===== config.mk =====
export PLATFORM = sky130hd
export DESIGN_NAME = lottery_scheduler_table_unit_flat
export DESIGN_NICKNAME = d
export VERILOG_FILES = /design/src/rtl/lst_pkg.sv /design/src/rtl/lst_if.sv /design/src/rtl/lottery_scheduler_table_unit.sv /design/src/rtl/lst_ram.sv /design/src/rtl/lst_addsub.sv /design/src/flat_wrapper.sv
export SDC_FILE = /design/constraint.sdc
export NUM_CORES = 1
export LEC_CHECK = 0
export BUFFER_PORTS_ARGS = -buffer_cell sky130_fd_sc_hd__buf_2
export CAP_MARGIN = 20
export CORE_MARGIN = 10
export CORE_UTILIZATION = 45
export DETAILED_ROUTE_END_ITERATION = 8
export PLACE_DENSITY = 0.59
export SYNTH_ARGS = -nofsm -noshare
export SYNTH_HDL_FRONTEND = slang
export SYNTH_SLANG_ARGS = --single-unit

===== constraint.sdc =====
create_clock -name i_clk -period 6.65 [get_ports i_clk]
set_input_delay 0.665 -clock i_clk [delete_from_list [all_inputs] [get_ports i_clk]]
set_output_delay 0.665 -clock i_clk [all_outputs]
set_load 0.005 [all_outputs]

===== src/rtl/lst_pkg.sv =====
// Shared types, widths and codes for the lottery scheduler table unit.
// No dependencies; compiled first.
package lst_pkg;

    localparam int LST_MAX_THREADS = 16;

    localparam int MODE_W   = 2;
    localparam int ID_W     = 16;
    localparam int TK_W     = 16;
    localparam int RND_W    = 31;
    localparam int STATUS_W = 3;
    localparam int TOTAL_W  = 20;
    localparam int ALU_W    = TOTAL_W + 1;
    localparam int BIT_W    = $clog2(RND_W);
    localparam int ENTRY_W  = ID_W + TK_W;

    localparam logic [MODE_W-1:0] MODE_ADD    = 2'd0;
    localparam logic [MODE_W-1:0] MODE_REMOVE = 2'd1;
    localparam logic [MODE_W-1:0] MODE_DRAW   = 2'd2;

    localparam logic [STATUS_W-1:0] STAT_OK        = 3'd0;
    localparam logic [STATUS_W-1:0] STAT_EMPTY     = 3'd1;
    localparam logic [STATUS_W-1:0] STAT_FULL      = 3'd2;
    localparam logic [STATUS_W-1:0] STAT_NOT_FOUND = 3'd3;
    localparam logic [STATUS_W-1:0] STAT_ZERO      = 3'd4;

    typedef enum logic [3:0] {
        ST_IDLE,
        ST_ADD,
        ST_MOD,
        ST_WALK_RD,
        ST_WALK_CHK,
        ST_FIND_RD,
        ST_FIND_CHK,
        ST_SUB,
        ST_SHIFT_RD,
        ST_SHIFT_WR,
        ST_DONE
    } t_state;

    typedef struct packed {
        logic             sub;
        logic [ALU_W-1:0] a;
        logic [ALU_W-1:0] b;
    } t_alu_req;

    typedef struct packed {
        logic [ALU_W-1:0] res;
        logic             borrow;
    } t_alu_rsp;

endpackage


===== src/rtl/lst_if.sv =====
// Valid/ready channel interfaces for request and result transfers.
// Depends on lst_pkg.
interface lst_in_if import lst_pkg::*; ();
    logic              valid;
    logic              ready;
    logic [MODE_W-1:0] mode;
    logic [ID_W-1:0]   thread_id;
    logic [TK_W-1:0]   ticket_count;
    logic [RND_W-1:0]  random_value;

    modport source(output valid, mode, thread_id, ticket_count, random_value, input ready);
    modport sink(input valid, mode, thread_id, ticket_count, random_value, output ready);
endinterface

interface lst_out_if import lst_pkg::*; ();
    logic                valid;
    logic                ready;
    logic [STATUS_W-1:0] status;
    logic [ID_W-1:0]     result_id;

    modport source(output valid, status, result_id, input ready);
    modport sink(input valid, status, result_id, output ready);
endinterface


===== src/rtl/lottery_scheduler_table_unit.sv =====
// Lottery scheduler table: sequencer, entry RAM and shared add/subtract unit.
// Depends on lst_pkg, lst_if, lst_ram and lst_addsub.
//
// Usage: requests arrive on i_in (mode, thread_id, ticket_count, random_value)
// and each produces exactly one result on o_out (status, result_id).
// A request is taken when valid and ready are high at a clock edge; ready is
// high only while the sequencer is idle, so one request is in work at a time.
// Work per request, from transfer to result valid, with n live entries:
//   add            write the new entry, add its tickets to the total
//   remove         search up to n entries for the id, subtract, shift later ones down
//   draw           bit-serial remainder, then walk up to n entries
//   error / other  straight to the result
// A draw runs the bit-serial remainder (31 steps through the shared
// subtractor), then a registered RAM read and a check per entry walked.
// The result sits in an output register; a new request may be taken while it
// waits. If the receiver stalls, the next result waits in the sequencer.
// Reset (i_rst_n low, synchronous) empties the table, zeroes the ticket
// total and the id counter and drops any pending result. The entry RAM is
// not cleared; only entries below the entry count are ever read.
module lottery_scheduler_table_unit import lst_pkg::*; #(
    parameter int MAX_THREADS = LST_MAX_THREADS
) (
    input  logic      i_clk,
    input  logic      i_rst_n,
    lst_in_if.sink    i_in,
    lst_out_if.source o_out
);

    localparam int IW = $clog2(MAX_THREADS);
    localparam int CW = $clog2(MAX_THREADS + 1);

    t_state              r_state, n_state;
    logic [CW-1:0]       r_count, n_count;
    logic [TOTAL_W-1:0]  r_total, n_total;
    logic [ID_W-1:0]     r_next_id, n_next_id;
    logic [ID_W-1:0]     r_tid, n_tid;
    logic [TK_W-1:0]     r_tickets, n_tickets;
    logic [RND_W-1:0]    r_rnd, n_rnd;
    logic [TOTAL_W-1:0]  r_rem, n_rem;
    logic [BIT_W-1:0]    r_bit, n_bit;
    logic [IW-1:0]       r_idx, n_idx;
    logic [STATUS_W-1:0] r_res_status, n_res_status;
    logic [ID_W-1:0]     r_res_id, n_res_id;
    logic                r_out_valid, n_out_valid;
    logic [STATUS_W-1:0] r_out_status, n_out_status;
    logic [ID_W-1:0]     r_out_id, n_out_id;

    logic               w_accept;
    logic               w_out_free;
    logic [CW-1:0]      w_idx_inc;
    logic               w_idx_last;
    logic [ALU_W-1:0]   w_rem_sh;
    t_alu_req           w_req;
    t_alu_rsp           w_rsp;
    logic               w_we;
    logic [IW-1:0]      w_waddr;
    logic [ENTRY_W-1:0] w_wdata;
    logic [IW-1:0]      w_raddr;
    logic [ENTRY_W-1:0] w_rdata;
    logic [ID_W-1:0]    w_rd_id;
    logic [TK_W-1:0]    w_rd_tk;

    assign w_accept   = i_in.valid && i_in.ready;
    assign w_out_free = !r_out_valid || o_out.ready;
    assign w_idx_inc  = CW'(r_idx) + CW'(1);
    assign w_idx_last = (w_idx_inc == r_count);
    assign w_rem_sh   = {r_rem, r_rnd[r_bit]};
    assign w_rd_id    = w_rdata[ENTRY_W-1:TK_W];
    assign w_rd_tk    = w_rdata[TK_W-1:0];

    lst_ram #(
        .WIDTH(ENTRY_W),
        .DEPTH(MAX_THREADS)
    ) u_ram (
        .i_clk  (i_clk),
        .i_we   (w_we),
        .i_waddr(w_waddr),
        .i_wdata(w_wdata),
        .i_raddr(w_raddr),
        .o_rdata(w_rdata)
    );

    lst_addsub u_alu (
        .i_req(w_req),
        .o_rsp(w_rsp)
    );

    always_comb begin
        unique case (r_state)
            ST_MOD:      w_req = '{sub: 1'b1, a: w_rem_sh, b: ALU_W'(r_total)};
            ST_WALK_CHK: w_req = '{sub: 1'b1, a: ALU_W'(r_rem), b: ALU_W'(w_rd_tk)};
            ST_SUB:      w_req = '{sub: 1'b1, a: ALU_W'(r_total), b: ALU_W'(r_tickets)};
            default:     w_req = '{sub: 1'b0, a: ALU_W'(r_total), b: ALU_W'(r_tickets)};
        endcase
    end

    always_comb begin
        w_we    = (r_state == ST_ADD) || (r_state == ST_SHIFT_WR);
        w_waddr = (r_state == ST_ADD) ? r_count[IW-1:0] : r_idx;
        w_wdata = (r_state == ST_ADD) ? {r_next_id, r_tickets} : w_rdata;
        w_raddr = (r_state == ST_SHIFT_RD) ? w_idx_inc[IW-1:0] : r_idx;
    end

    // next state
    always_comb begin
        n_state = r_state;
        unique case (r_state)
            ST_IDLE: begin
                if (w_accept) begin
                    priority case (i_in.mode)
                        MODE_ADD:
                            n_state = (r_count == CW'(MAX_THREADS)) ? ST_DONE : ST_ADD;
                        MODE_REMOVE:
                            n_state = (r_count == '0) ? ST_DONE : ST_FIND_RD;
                        MODE_DRAW:
                            n_state = (r_count == '0 || r_total == '0) ? ST_DONE : ST_MOD;
                        default:
                            n_state = ST_DONE;
                    endcase
                end
            end
            ST_ADD:      n_state = ST_DONE;
            ST_MOD:      n_state = (r_bit == '0) ? ST_WALK_RD : ST_MOD;
            ST_WALK_RD:  n_state = ST_WALK_CHK;
            ST_WALK_CHK: n_state = (w_rsp.borrow || w_idx_last) ? ST_DONE : ST_WALK_RD;
            ST_FIND_RD:  n_state = ST_FIND_CHK;
            ST_FIND_CHK: begin
                if (w_rd_id == r_tid) begin
                    n_state = ST_SUB;
                end else if (w_idx_last) begin
                    n_state = ST_DONE;
                end else begin
                    n_state = ST_FIND_RD;
                end
            end
            ST_SUB:      n_state = (w_idx_inc < r_count) ? ST_SHIFT_RD : ST_DONE;
            ST_SHIFT_RD: n_state = ST_SHIFT_WR;
            ST_SHIFT_WR: n_state = (w_idx_inc < r_count) ? ST_SHIFT_RD : ST_DONE;
            ST_DONE:     n_state = w_out_free ? ST_IDLE : ST_DONE;
            default:     n_state = ST_IDLE;
        endcase
    end

    // datapath and outputs
    always_comb begin
        n_count      = r_count;
        n_total      = r_total;
        n_next_id    = r_next_id;
        n_tid        = r_tid;
        n_tickets    = r_tickets;
        n_rnd        = r_rnd;
        n_rem        = r_rem;
        n_bit        = r_bit;
        n_idx        = r_idx;
        n_res_status = r_res_status;
        n_res_id     = r_res_id;
        n_out_valid  = r_out_valid && !o_out.ready;
        n_out_status = r_out_status;
        n_out_id     = r_out_id;
        unique case (r_state)
            ST_IDLE: begin
                if (w_accept) begin
                    n_tid        = i_in.thread_id;
                    n_tickets    = i_in.ticket_count;
                    n_rnd        = i_in.random_value;
                    n_rem        = '0;
                    n_bit        = BIT_W'(RND_W - 1);
                    n_idx        = '0;
                    n_res_status = STAT_OK;
                    n_res_id     = '0;
                    priority case (i_in.mode)
                        MODE_ADD: begin
                            if (r_count == CW'(MAX_THREADS)) begin
                                n_res_status = STAT_FULL;
                            end
                        end
                        MODE_REMOVE: begin
                            if (r_count == '0) begin
                                n_res_status = STAT_EMPTY;
                            end
                        end
                        MODE_DRAW: begin
                            if (r_count == '0) begin
                                n_res_status = STAT_EMPTY;
                            end else if (r_total == '0) begin
                                n_res_status = STAT_ZERO;
                            end
                        end
                        default: n_res_status = STAT_OK;
                    endcase
                end
            end
            ST_ADD: begin
                n_total   = w_rsp.res[TOTAL_W-1:0];
                n_count   = r_count + CW'(1);
                n_next_id = r_next_id + ID_W'(1);
                n_res_id  = r_next_id;
            end
            ST_MOD: begin
                n_rem = w_rsp.borrow ? w_rem_sh[TOTAL_W-1:0] : w_rsp.res[TOTAL_W-1:0];
                n_bit = r_bit - BIT_W'(1);
            end
            ST_WALK_CHK: begin
                n_rem    = w_rsp.res[TOTAL_W-1:0];
                n_idx    = w_idx_inc[IW-1:0];
                n_res_id = w_rd_id;
            end
            ST_FIND_CHK: begin
                if (w_rd_id == r_tid) begin
                    n_tickets = w_rd_tk;
                end else if (w_idx_last) begin
                    n_res_status = STAT_NOT_FOUND;
                end else begin
                    n_idx = w_idx_inc[IW-1:0];
                end
            end
            ST_SUB: begin
                n_total  = w_rsp.res[TOTAL_W-1:0];
                n_count  = r_count - CW'(1);
                n_res_id = r_tid;
            end
            ST_SHIFT_WR: n_idx = w_idx_inc[IW-1:0];
            ST_DONE: begin
                if (w_out_free) begin
                    n_out_valid  = 1'b1;
                    n_out_status = r_res_status;
                    n_out_id     = r_res_id;
                end
            end
            default: n_idx = r_idx;
        endcase
    end

    always_ff @(posedge i_clk) begin
        if (!i_rst_n) begin
            r_state     <= ST_IDLE;
            r_count     <= '0;
            r_total     <= '0;
            r_next_id   <= '0;
            r_out_valid <= 1'b0;
        end else begin
            r_state     <= n_state;
            r_count     <= n_count;
            r_total     <= n_total;
            r_next_id   <= n_next_id;
            r_out_valid <= n_out_valid;
        end
    end

    always_ff @(posedge i_clk) begin
        r_tid        <= n_tid;
        r_tickets    <= n_tickets;
        r_rnd        <= n_rnd;
        r_rem        <= n_rem;
        r_bit        <= n_bit;
        r_idx        <= n_idx;
        r_res_status <= n_res_status;
        r_res_id     <= n_res_id;
        r_out_status <= n_out_status;
        r_out_id     <= n_out_id;
    end

    assign i_in.ready      = (r_state == ST_IDLE);
    assign o_out.valid     = r_out_valid;
    assign o_out.status    = r_out_status;
    assign o_out.result_id = r_out_id;

    a_count_bound: assert property (@(posedge i_clk) disable iff (!i_rst_n)
        r_count <= CW'(MAX_THREADS))
        else $error("entry count beyond table depth");

    a_busy_after_transfer: assert property (@(posedge i_clk) disable iff (!i_rst_n)
        w_accept |=> !i_in.ready)
        else $error("ready stayed high after request transfer");

    a_rem_below_total: assert property (@(posedge i_clk) disable iff (!i_rst_n)
        (r_state == ST_WALK_CHK) |-> (r_rem < r_total))
        else $error("reduced draw not below ticket total");

    a_add_counts: assert property (@(posedge i_clk) disable iff (!i_rst_n)
        (r_state == ST_ADD) |=> (r_count == $past(r_count) + CW'(1)))
        else $error("add did not grow the table");

    a_done_loads_out: assert property (@(posedge i_clk) disable iff (!i_rst_n)
        (r_state == ST_DONE && w_out_free) |=> o_out.valid)
        else $error("finished result not presented");

endmodule


===== src/rtl/lst_ram.sv =====
// Generic single-write, single-read RAM with registered read data.
// No dependencies.
module lst_ram #(
    parameter int WIDTH = 32,
    parameter int DEPTH = 16
) (
    input  logic                     i_clk,
    input  logic                     i_we,
    input  logic [$clog2(DEPTH)-1:0] i_waddr,
    input  logic [WIDTH-1:0]         i_wdata,
    input  logic [$clog2(DEPTH)-1:0] i_raddr,
    output logic [WIDTH-1:0]         o_rdata
);

    logic [WIDTH-1:0] r_mem [DEPTH];
    logic [WIDTH-1:0] r_rdata;

    always_ff @(posedge i_clk) begin
        if (i_we) begin
            r_mem[i_waddr] <= i_wdata;
        end
        r_rdata <= r_mem[i_raddr];
    end

    assign o_rdata = r_rdata;

endmodule


===== src/rtl/lst_addsub.sv =====
// Shared add/subtract unit with borrow out, used for the ticket total, remainder and draw-walk steps.
// Depends on lst_pkg.
module lst_addsub import lst_pkg::*; (
    input  t_alu_req i_req,
    output t_alu_rsp o_rsp
);

    logic [ALU_W:0] w_sum;

    always_comb begin
        if (i_req.sub) begin
            w_sum = {1'b0, i_req.a} - {1'b0, i_req.b};
        end else begin
            w_sum = {1'b0, i_req.a} + {1'b0, i_req.b};
        end
    end

    assign o_rsp.res    = w_sum[ALU_W-1:0];
    assign o_rsp.borrow = w_sum[ALU_W];

endmodule

===== src/flat_wrapper.sv =====
// flat-port wrapper written by rule: the top's interface ports become plain ports
module lottery_scheduler_table_unit_flat import lst_pkg::*;
#(
    parameter int MAX_THREADS = LST_MAX_THREADS
)
  (i_clk, i_rst_n, i_in_valid, i_in_mode, i_in_thread_id, i_in_ticket_count, i_in_random_value, i_in_ready, o_out_valid, o_out_status, o_out_result_id, o_out_ready);
  lst_in_if i_in_i ();
  lst_out_if o_out_i ();
  input  logic i_clk;
  input  logic i_rst_n;
  input wire logic [$bits(i_in_i.valid)-1:0] i_in_valid;
  input wire logic [$bits(i_in_i.mode)-1:0] i_in_mode;
  input wire logic [$bits(i_in_i.thread_id)-1:0] i_in_thread_id;
  input wire logic [$bits(i_in_i.ticket_count)-1:0] i_in_ticket_count;
  input wire logic [$bits(i_in_i.random_value)-1:0] i_in_random_value;
  output wire logic [$bits(i_in_i.ready)-1:0] i_in_ready;
  output wire logic [$bits(o_out_i.valid)-1:0] o_out_valid;
  output wire logic [$bits(o_out_i.status)-1:0] o_out_status;
  output wire logic [$bits(o_out_i.result_id)-1:0] o_out_result_id;
  input wire logic [$bits(o_out_i.ready)-1:0] o_out_ready;
  assign i_in_i.valid = i_in_valid;
  assign i_in_i.mode = i_in_mode;
  assign i_in_i.thread_id = i_in_thread_id;
  assign i_in_i.ticket_count = i_in_ticket_count;
  assign i_in_i.random_value = i_in_random_value;
  assign i_in_ready = i_in_i.ready;
  assign o_out_valid = o_out_i.valid;
  assign o_out_status = o_out_i.status;
  assign o_out_result_id = o_out_i.result_id;
  assign o_out_i.ready = o_out_ready;
  lottery_scheduler_table_unit #(.MAX_THREADS(MAX_THREADS)) u_core (.i_clk(i_clk), .i_rst_n(i_rst_n), .i_in(i_in_i), .o_out(o_out_i));
endmodule

==> impl_metrics.csv, run 1 <==
group,metric,value,unit
die,die_x,280,um
grt,gr-usage-met2,30.0,%
grt,grt_usage,19.5,%
timing,drv_slew,0,
clock_network,clk_pin_slew,0.06,ns
yosys,syn_nets,2000,
die,die_h,280,um
worst_setup_path,cp.required,7.03,ns
yosys,synth_xor_area_share,2.02,%
clock_network,postCtsSetupRepairBufs,0,
timing,rsz0062_at_grt,"false",
worst_setup_path,crit_fanout,21,
power_and_ir_drop,peakVddDrop,0.587,mV
power_and_ir_drop,leakage,11.9,nW
yosys,synth-edff-count,642,
timing,holdWs,0.218,ns
finish,area_delta_synth_final,13.6,%
yosys,synth-main-ff-cell,"edfxtp_1",
outcome,status,"complete, no violations",
grt,grt_pass1_wl,115,mm
worst_setup_path,worst-endpoint-arrival,6.24,ns
finish,layout_common_cells,"642 x edfxtp_1, 291 x nand2_1, 169 x mux4_2",
timing,finalSetupViolCount,0,
yosys,postSynthAreaPerCell,16.1,um2
timing,finalSetupTns,0,ns
clock_network,clockBufferDepth,3,
yosys,synth.distinct_cells,72,
route,via_per_inst,5.92,
finish,final_nets,2116,
yosys,synth-compound-area-share,5.32,%
yosys,synth.largest_area_cell,"edfxtp_1",
job,maxCapViolations,0,
yosys,synth_top_family_by_area,"multiplexers",
die,core_region_area,67200,um2
yosys,syn_inst,1894,
yosys,ys_warn_count,0,
route,drt-wirelength-per-cell,25.9,um
die,num_rows,95,
timing,slew-limit-headroom,27.6,%
route,route.vias.total,17400,
route,initialDrtViolationCount,1830,
placement,place.gp.congestion,0.926,
grt,grt_pass1_vias,17200,
timing,max_freq,171,MHz
grt,use_met3,3.33,%
clock_network,root_buffer,"clkbuf_16",
yosys,synth_top_area_share,63.3,%
finish,final_area,34600,um2
power_and_ir_drop,p_per_area,491,nW/um2
die,start_util,45.3,%
route,drc,0,
power_and_ir_drop,total_power,17.0,mW
clock_network,postCtsHoldBufs,0,
yosys,synth_area_leaders,"edfxtp_1 63%, mux4_2 13%, dfxtp_1 5.1%",
grt,use_met1,28.3,%
clock_network,cts_buffers,74,
yosys,ys_ff_latch,720,
timing,hold_viol,0,
clock_network,htree_levels,3,
timing,finClkSkew,0.0229,ns
placement,hpwlAfterDp,47.2,mm
clock_network,cts_resized,0,
worst_setup_path,crit_type,"reg2reg",
timing,fin_crit_sh,88.1,%
route,route.antenna.remaining_nets,0,
yosys,synth_fa_ha_area_share,1.57,%
yosys,seq_area_frac_synth,68.5,%
clock_network,cts_tree,"yes",
grt,busiest_layer,"met2",
clock_network,clock-sinks,720,
placement,postPlaceCellArea,32200,um2
grt,overflow,0,
yosys,synth-simple-area-share,7.80,%
timing,worst_pin_slew,1.08,ns
timing,min_period,5.86,ns
route,routed_wl,76.3,mm
finish,layout_commonest_cell,"edfxtp_1",
worst_setup_path,cp-end-kind,"flop",
yosys,syn_area,30400,um2
grt,grt_start_max_net_pins,89,
yosys,synthMuxAreaShare,13.1,%
finish,fin_util,51.5,%
yosys,synthArstFlopShare,0,%
worst_setup_path,crit_path_start_kind,"flop",
grt,antenna_found_initial,0,
placement,io_buffers,89,
finish,n_antenna_cell,0,
die,ios,90,
clock_network,worstSkewPairLatency,0.62,ns
route,firstDrtPassIters,5,
finish,drive_gt1_share,21.9,%
die,dieArea,78400,um2
worst_hold_path,hp-class,"in2reg",
[final cells by class]
type                       count  area, um2
timing repair buffer         136        843
tap                          873       1090
inverter                      28        105
sequential                   720      20800
fill                        5380      32600
clock buffer                 109       2150
multi-input combinational   1050       9280
clock inverter                25        269
[worst max-delay path, cell delays in order (launching register included)]
cell and delay, ns:
dfxtp_1 0.80, or4b_1 0.52, nand2_1 0.14, nor2_1 0.06, buf_4 0.19, a21oi_1 0.16, ha_1 0.26, o2111ai_1 0.13
nor4_1 0.31, nand2_1 0.19, nor4_1 0.20, nor2_1 0.08, xor2_1 0.15, a21oi_1 0.23, ha_1 0.29, a21oi_1 0.17
o21ai_0 0.17, a22oi_1 0.22, o31ai_1 0.11, o211ai_1 0.23, a21oi_2 0.14, xnor2_4 0.45, o21ai_1 0.18, a22o_1 0.25
[layer usage]
| layer | share of wire, % | wire length (um) | vias to the layer above |
|---|---|---|---|
| met5 | 0 | 0 | - |
| met4 | 1.9 | 1470 | 0 |
| met3 | 6.5 | 4960 | 88 |
| met2 | 47 | 35700 | 635 |
| met1 | 45 | 34200 | 9059 |
| li1 | - | - | 7627 |
[metrics by stage]
step                std cells  worst slack, ns
finish                   2941            0.792
global route             2941            0.239
CTS                      2941            0.829
detailed placement       2807            0.847
global placement         2805            0.802
floorplan                1894             1.47
[sequential cells by signal, indices dropped and copies added, names as in the netlist, 5 cells and up]
| signal | flops |
|---|---|
| u_core.r_rem | 20 |
| u_core.r_next_id | 16 |
| u_core.r_rnd | 31 |
| u_core.r_total | 20 |
| u_core.r_res_id | 16 |
| u_core.r_count | 5 |
| u_core.u_ram.o_rdata | 32 |
| u_core.r_bit | 5 |
| u_core.r_tickets | 16 |
| u_core.o_out.result_id | 16 |
| u_core.u_ram.r_mem | 512 |
| u_core.r_tid | 16 |
[power by group]
group / switching [mW] / leakage [nW] / internal, mW
combinational: 3.54 / 4.26 / 2.57
sequential: 0.514 / 6.48 / 6.24
clock: 1.70 / 1.18 / 2.40
[worst paths after layout]
kind / startpoint / end / slack (ns) / cells past startpoint
min reg2reg: u_core.r_res_id[11]$_DFFE_PP_ / u_core.o_out.result_id[11]$_DFFE_PP_ / 0.42 / 0
min: i_in_random_value[23] / u_core.r_rnd[23]$_DFFE_PP_ / 0.22 / 1
max reg2reg: u_core.r_state[2]$_SDFFE_PN0P_ / u_core.r_rem[0]$_DFFE_PP_ / 0.79 / 23
max: u_core.r_state[2]$_SDFFE_PN0P_ / u_core.r_rem[0]$_DFFE_PP_ / 0.79 / 23
[kinds of logic after synthesis]
family,count (synthesis)
compound gates,244
buf+inv,124
fa+ha+maj,37
mux,188
flops,720
simple gates,513
xor+xnor,68
[Yosys cell counts (6+ instances only)]
master	number
nand3b_1	8
a21boi_0	18
nor3b_1	6
inv_1	28
nand2_1	291
and2_1	28
nor3_1	13
ha_1	35
clkbuf_1	63
buf_2	14
a21oi_1	55
o21ai_0	46
a21o_1	8
mux4_2	169
nand4_1	8
o211ai_1	10
xor2_1	29
nor2b_1	9
and3_1	11
nand3_1	21
or3_1	11
nand2b_1	8
buf_1	15
a31oi_1	9
xnor2_1	38
nor2_1	63
mux2i_1	17
a22oi_1	37
edfxtp_1	642
dfxtp_1	78
o21ai_1	10
nor4_1	15
Power figures use the tool's default switching activity.
==> inputs of run 2 (changes only) <==
- SYNTH_HIERARCHICAL: not set -> 1
==> impl_metrics.csv, run 2 <==
group,metric,value,unit
yosys,ys_warn_count,6,
die,core_region_area,66100,um2
clock_network,postCtsSetupRepairBufs,0,
finish,fin_util,51.9,%
timing,hold_viol,0,
die,num_rows,94,
grt,gr-usage-met2,30.2,%
placement,place.gp.congestion,0.895,
clock_network,clockBufferDepth,3,
clock_network,cts_buffers,74,
power_and_ir_drop,netSwitchingPower,5.78,mW
timing,worst_pin_slew,1.15,ns
timing,rsz0062_at_grt,"false",
grt,grt_pass1_wl,112,mm
clock_network,clk_pin_slew,0.07,ns
outcome,status,"complete, no violations",
grt,grt_start_max_net_pins,105,
timing,finalSetupViolCount,0,
worst_setup_path,rrSetupSlack,0.72,ns
worst_hold_path,hp-class,"in2reg",
worst_setup_path,crit_type,"reg2reg",
finish,area_delta_synth_final,13.7,%
power_and_ir_drop,p_sw_share,34.5,%
placement,io_buffers,89,
yosys,syn_inst,1958,
timing,slew-limit-headroom,23.1,%
finish,largest-register,"u_core/u_ram/r_mem",
placement,hpwlAfterDp,45.0,mm
worst_setup_path,crit_path_start_kind,"flop",
timing,finClkSkew,0.0324,ns
route,drc,0,
worst_setup_path,cp-end-kind,"flop",
finish,layout_commonest_cell,"edfxtp_1",
clock_network,cts_resized,0,
yosys,postSynthAreaPerCell,15.4,um2
route,via_per_inst,5.84,
finish,layout_common_cells,"642 x edfxtp_1, 349 x nand2_1, 133 x mux4_2",
power_and_ir_drop,leakage,11.8,nW
grt,grt_pass1_vias,17600,
job,maxCapViolations,0,
die,start_util,45.7,%
power_and_ir_drop,p_per_area,487,nW/um2
power_and_ir_drop,pwr-share-comb,34.9,%
grt,antenna_found_initial,1,
die,dieArea,77900,um2
timing,max_freq,169,MHz
route,drt-wirelength-per-cell,24.9,um
power_and_ir_drop,p_clk_share,25.5,%
clock_network,root_buffer,"clkbuf_16",
worst_setup_path,cp.required,7.03,ns
route,routed_wl,74.6,mm
yosys,syn_area,30200,um2
finish,final_nets,2173,
clock_network,postCtsHoldBufs,0,
worst_setup_path,crit_fanout,20,
clock_network,clock-sinks,720,
die,ios,90,
finish,largest_register_ffs,512,
route,initialDrtViolationCount,1831,
power_and_ir_drop,seq_power_share,39.5,%
clock_network,htree_levels,3,
grt,use_met1,26.3,%
grt,use_met3,3.55,%
worst_setup_path,worst-endpoint-arrival,6.31,ns
timing,min_period,5.93,ns
die,die_x,279,um
route,firstDrtPassIters,5,
clock_network,worstSkewPairLatency,0.62,ns
timing,finalSetupTns,0,ns
route,route.antenna.remaining_nets,0,
route,route.vias.total,17500,
grt,busiest_layer,"met2",
die,die_h,279,um
grt,grt_usage,19.0,%
timing,fin_crit_sh,89.2,%
timing,drv_slew,0,
grt,overflow,0,
finish,drive_gt1_share,20.6,%
power_and_ir_drop,peakVddDrop,0.392,mV
clock_network,cts_tree,"yes",
power_and_ir_drop,p_int,11.0,mW
==> run 2: cell count changes in the layout (fill, tap and decap cells not counted), moves of 15 or more <==
cell	change
a21boi_0	-17
a22o_1	+18
a22oi_1	+82
and2_1	-19
mux4_2	-36
nand2_1	+58
o21ai_0	-27
xnor2_1	+15
==> run 2: routing by layer <==
metal,up-vias,part of all wire [%]
li1,7790,-
met4,0,2.1
met1,9013,43
met3,108,6.8
met2,584,48
met5,-,0
==> run 2: cell type report <==
type,count,area (um2)
fillers,5442,31800
flip-flops and latches,720,20800
multi-input cells,1099,8940
clock buffers,97,2040
well taps,864,1080
repair buffers,136,827
clock inverters,39,468
inverters,38,143
diodes,1,2.50
==> run 2: worst max-delay path: stages, from the launching register on <==
cell and delay [ns]:
dfxtp_1 0.75, nand2b_4 0.30, nor3_4 0.04, buf_4 0.19
a22oi_1 0.19, nand2_1 0.12, inv_1 0.08, ha_1 0.17
nor2b_1 0.23, nand2_1 0.16, nor3_1 0.54, a21oi_1 0.18
xnor2_1 0.16, ha_1 0.38, and4_1 0.28, and3_1 0.20
a211oi_1 0.21, o21bai_1 0.10, a41oi_2 0.17, xor2_1 0.28
inv_1 0.19, a21o_1 0.43, a22o_1 0.34
==> run 2: path summary, 6_finish.rpt <==
path	start	to	cells after the start
min	i_in_random_value[1]	u_core/r_rnd[1]$_DFFE_PP_	1
min reg2reg	u_core/r_res_id[11]$_DFFE_PP_	u_core/o_out.result_id[11]$_DFFE_PP_	0
max	u_core/r_state[0]$_SDFFE_PN0N_	u_core/r_rem[11]$_DFFE_PP_	22
max reg2reg	u_core/r_state[0]$_SDFFE_PN0N_	u_core/r_rem[11]$_DFFE_PP_	22
==> run 2: per-stage QoR <==
step | cells | cell area, um2 | total power, mW | hold slack, ns | worst slack, ns
2_1_floorplan | 1959 | 30200 | 10.8 | 0.400 | 1.76
3_5_place_dp | 2856 | 31800 | 12.6 | 0.405 | 0.786
5_1_grt | 2993 | 34300 | 17.6 | 0.208 | 0.354
6_report | 2994 | 34300 | 16.7 | 0.227 | 0.718
3_3_place_gp | 2856 | 31800 | 12.5 | 0.401 | 0.898
4_1_cts | 2992 | 34300 | 16.8 | 0.197 | 0.769
==> run 2: power by group through the flow <==
stage	Clock [mW]	Combinational, mW	Sequential, mW
floorplan	0	4.38	6.46
global placement	0	5.77	6.69
detailed placement	0	5.86	6.70
CTS	4.37	5.86	6.61
global route	4.56	6.39	6.66
finish	4.27	5.85	6.62
==> inputs of run 3 (changes only) <==
- clock period: 6.65 -> 7.2 ns (I/O delays scaled with it)
==> impl_metrics.csv, run 3 (synthesis gave the netlist of run 2 again) <==
group,metric,value,unit
worst_setup_path,worst-endpoint-arrival,6.62,ns
finish,drive_gt1_share,20.8,%
grt,grt_start_max_net_pins,80,
worst_hold_path,hp-class,"in2reg",
worst_setup_path,crit_fanout,21,
placement,hpwlAfterDp,45.1,mm
grt,antenna_found_initial,0,
power_and_ir_drop,peakVddDrop,0.277,mV
power_and_ir_drop,p_sw_share,34.3,%
route,via_per_inst,5.80,
power_and_ir_drop,p_clk_share,26.4,%
grt,grt_pass1_wl,110,mm
clock_network,postCtsSetupRepairBufs,0,
route,initialDrtViolationCount,1853,
grt,busiest_layer,"met2",
worst_setup_path,crit_path_start_kind,"flop",
clock_network,cts_tree,"yes",
route,drc,0,
route,drt-wirelength-per-cell,24.6,um
route,firstDrtPassIters,5,
die,ios,90,
route,routed_wl,73.5,mm
clock_network,cts_resized,0,
die,num_rows,94,
clock_network,htree_levels,3,
finish,layout_common_cells,"642 x edfxtp_1, 349 x nand2_1, 133 x mux4_2",
worst_setup_path,cp.required,7.58,ns
die,core_region_area,66100,um2
clock_network,clk_pin_slew,0.06,ns
power_and_ir_drop,p_int,10.3,mW
clock_network,postCtsHoldBufs,0,
clock_network,clock-sinks,720,
outcome,status,"complete, no violations",
timing,finalSetupTns,0,ns
finish,final_nets,2168,
finish,largest-register,"u_core/u_ram/r_mem",
timing,drv_slew,0,
grt,use_met3,3.20,%
finish,fin_util,52.2,%
power_and_ir_drop,leakage,11.9,nW
finish,area_delta_synth_final,14.2,%
clock_network,cts_buffers,76,
placement,io_buffers,89,
power_and_ir_drop,netSwitchingPower,5.38,mW
timing,hold_viol,0,
grt,overflow,0,
clock_network,worstSkewPairLatency,0.63,ns
worst_setup_path,crit_type,"reg2reg",
die,die_x,279,um
power_and_ir_drop,seq_power_share,38.9,%
timing,rsz0062_at_grt,"false",
job,maxCapViolations,0,
grt,grt_usage,18.6,%
placement,place.gp.congestion,0.895,
worst_hold_path,hold_depth,1,
die,die_h,279,um
die,dieArea,77900,um2
route,route.vias.total,17300,
power_and_ir_drop,p_per_area,455,nW/um2
power_and_ir_drop,total_power,15.7,mW
finish,largest_register_ffs,512,
clock_network,root_buffer,"clkbuf_16",
grt,use_met1,25.0,%
clock_network,clockBufferDepth,3,
finish,layout_commonest_cell,"edfxtp_1",
grt,grt_pass1_vias,17500,
worst_setup_path,cp-end-kind,"flop",
power_and_ir_drop,pwr-share-comb,34.7,%
timing,fin_crit_sh,86.7,%
die,start_util,45.7,%
route,route.antenna.remaining_nets,0,
grt,gr-usage-met2,30.9,%
timing,finClkSkew,0.0292,ns
timing,finalSetupViolCount,0,
finish,n_antenna_cell,0,
timing,slew-limit-headroom,25.6,%
timing,max_freq,160,MHz
timing,min_period,6.24,ns
timing,worst_pin_slew,1.12,ns
worst_setup_path,r2r_cells,22,
## run 3: cell types whose count changed in the layout (fill, tap and decap cells not counted), moves of 2 or more
| cell | before | now |
|---|---|---|
| bufinv_16 | 9 | 12 |
| clkbuf_16 | 75 | 77 |
| buf_4 | 44 | 37 |
| clkbuf_1 | 14 | 8 |
| clkbuf_8 | 8 | 10 |
## run 3: metrics by stage
stage	setup slack (ns)	instances	cell area, um2	hold slack [ns]
2_1_floorplan	2.31	1959	30200	0.400
3_3_place_gp	1.19	2849	31800	0.402
3_5_place_dp	1.00	2849	31800	0.405
4_1_cts	0.981	2988	34500	0.239
5_1_grt	0.469	2989	34500	0.254
6_report	0.957	2989	34500	0.273
## run 3: area by class of cell
cell class,instances,area (um2)
Clock buffer,95,2090
Clock inverter,44,599
Fill cell,5396,31600
Inverter,38,143
Multi-Input combinational cell,1099,8940
Sequential cell,720,20800
Tap cell,864,1080
Timing Repair Buffer,129,791
## run 3: path summary, 6_finish.rpt
kind                                                           start                               end  slack [ns]
worst max register to register        u_core/r_state[3]$_SDFFE_PN0N_        u_core/r_rem[19]$_DFFE_PP_        0.96
worst min register to register  u_core/r_res_status[0]$_SDFFCE_PP1P_  u_core/o_out.status[0]$_DFFE_PP_        0.42
worst min-delay path                               i_in_thread_id[8]         u_core/r_tid[8]$_DFFE_PP_        0.27
worst max-delay path                  u_core/r_state[3]$_SDFFE_PN0N_        u_core/r_rem[19]$_DFFE_PP_        0.96
## run 3: per-layer routing
metal | vias up | part of all wire, %
li1 | 7766 | -
met1 | 8944 | 43
met2 | 556 | 49
met3 | 82 | 6.3
met4 | 0 | 1.9
met5 | - | 0
## run 3: critical path: stages, from the launching register on
cell	delay, ns
dfxtp_1	0.51
nand2b_1	0.30
nor3_4	0.60
nor2_2	0.35
nand2_1	0.15
nand2_1	0.11
inv_1	0.08
ha_1	0.15
nor2b_1	0.24
nand2_1	0.18
nor3_1	0.44
a21oi_1	0.16
xnor2_1	0.17
ha_1	0.38
and4_1	0.27
and3_1	0.20
a211oi_1	0.23
o21bai_1	0.12
a41oi_2	0.19
xor2_1	0.25
inv_1	0.18
a21o_1	0.42
a22o_1	0.33
## run 3: power by group through the flow
stage	clock, mW	combinational, mW	sequential, mW
5_1_grt	4.41	5.94	6.14
3_3_place_gp	0	5.37	6.16
2_1_floorplan	0	4.05	5.97
3_5_place_dp	0	5.44	6.17
4_1_cts	4.23	5.45	6.09
6_report	4.14	5.45	6.10
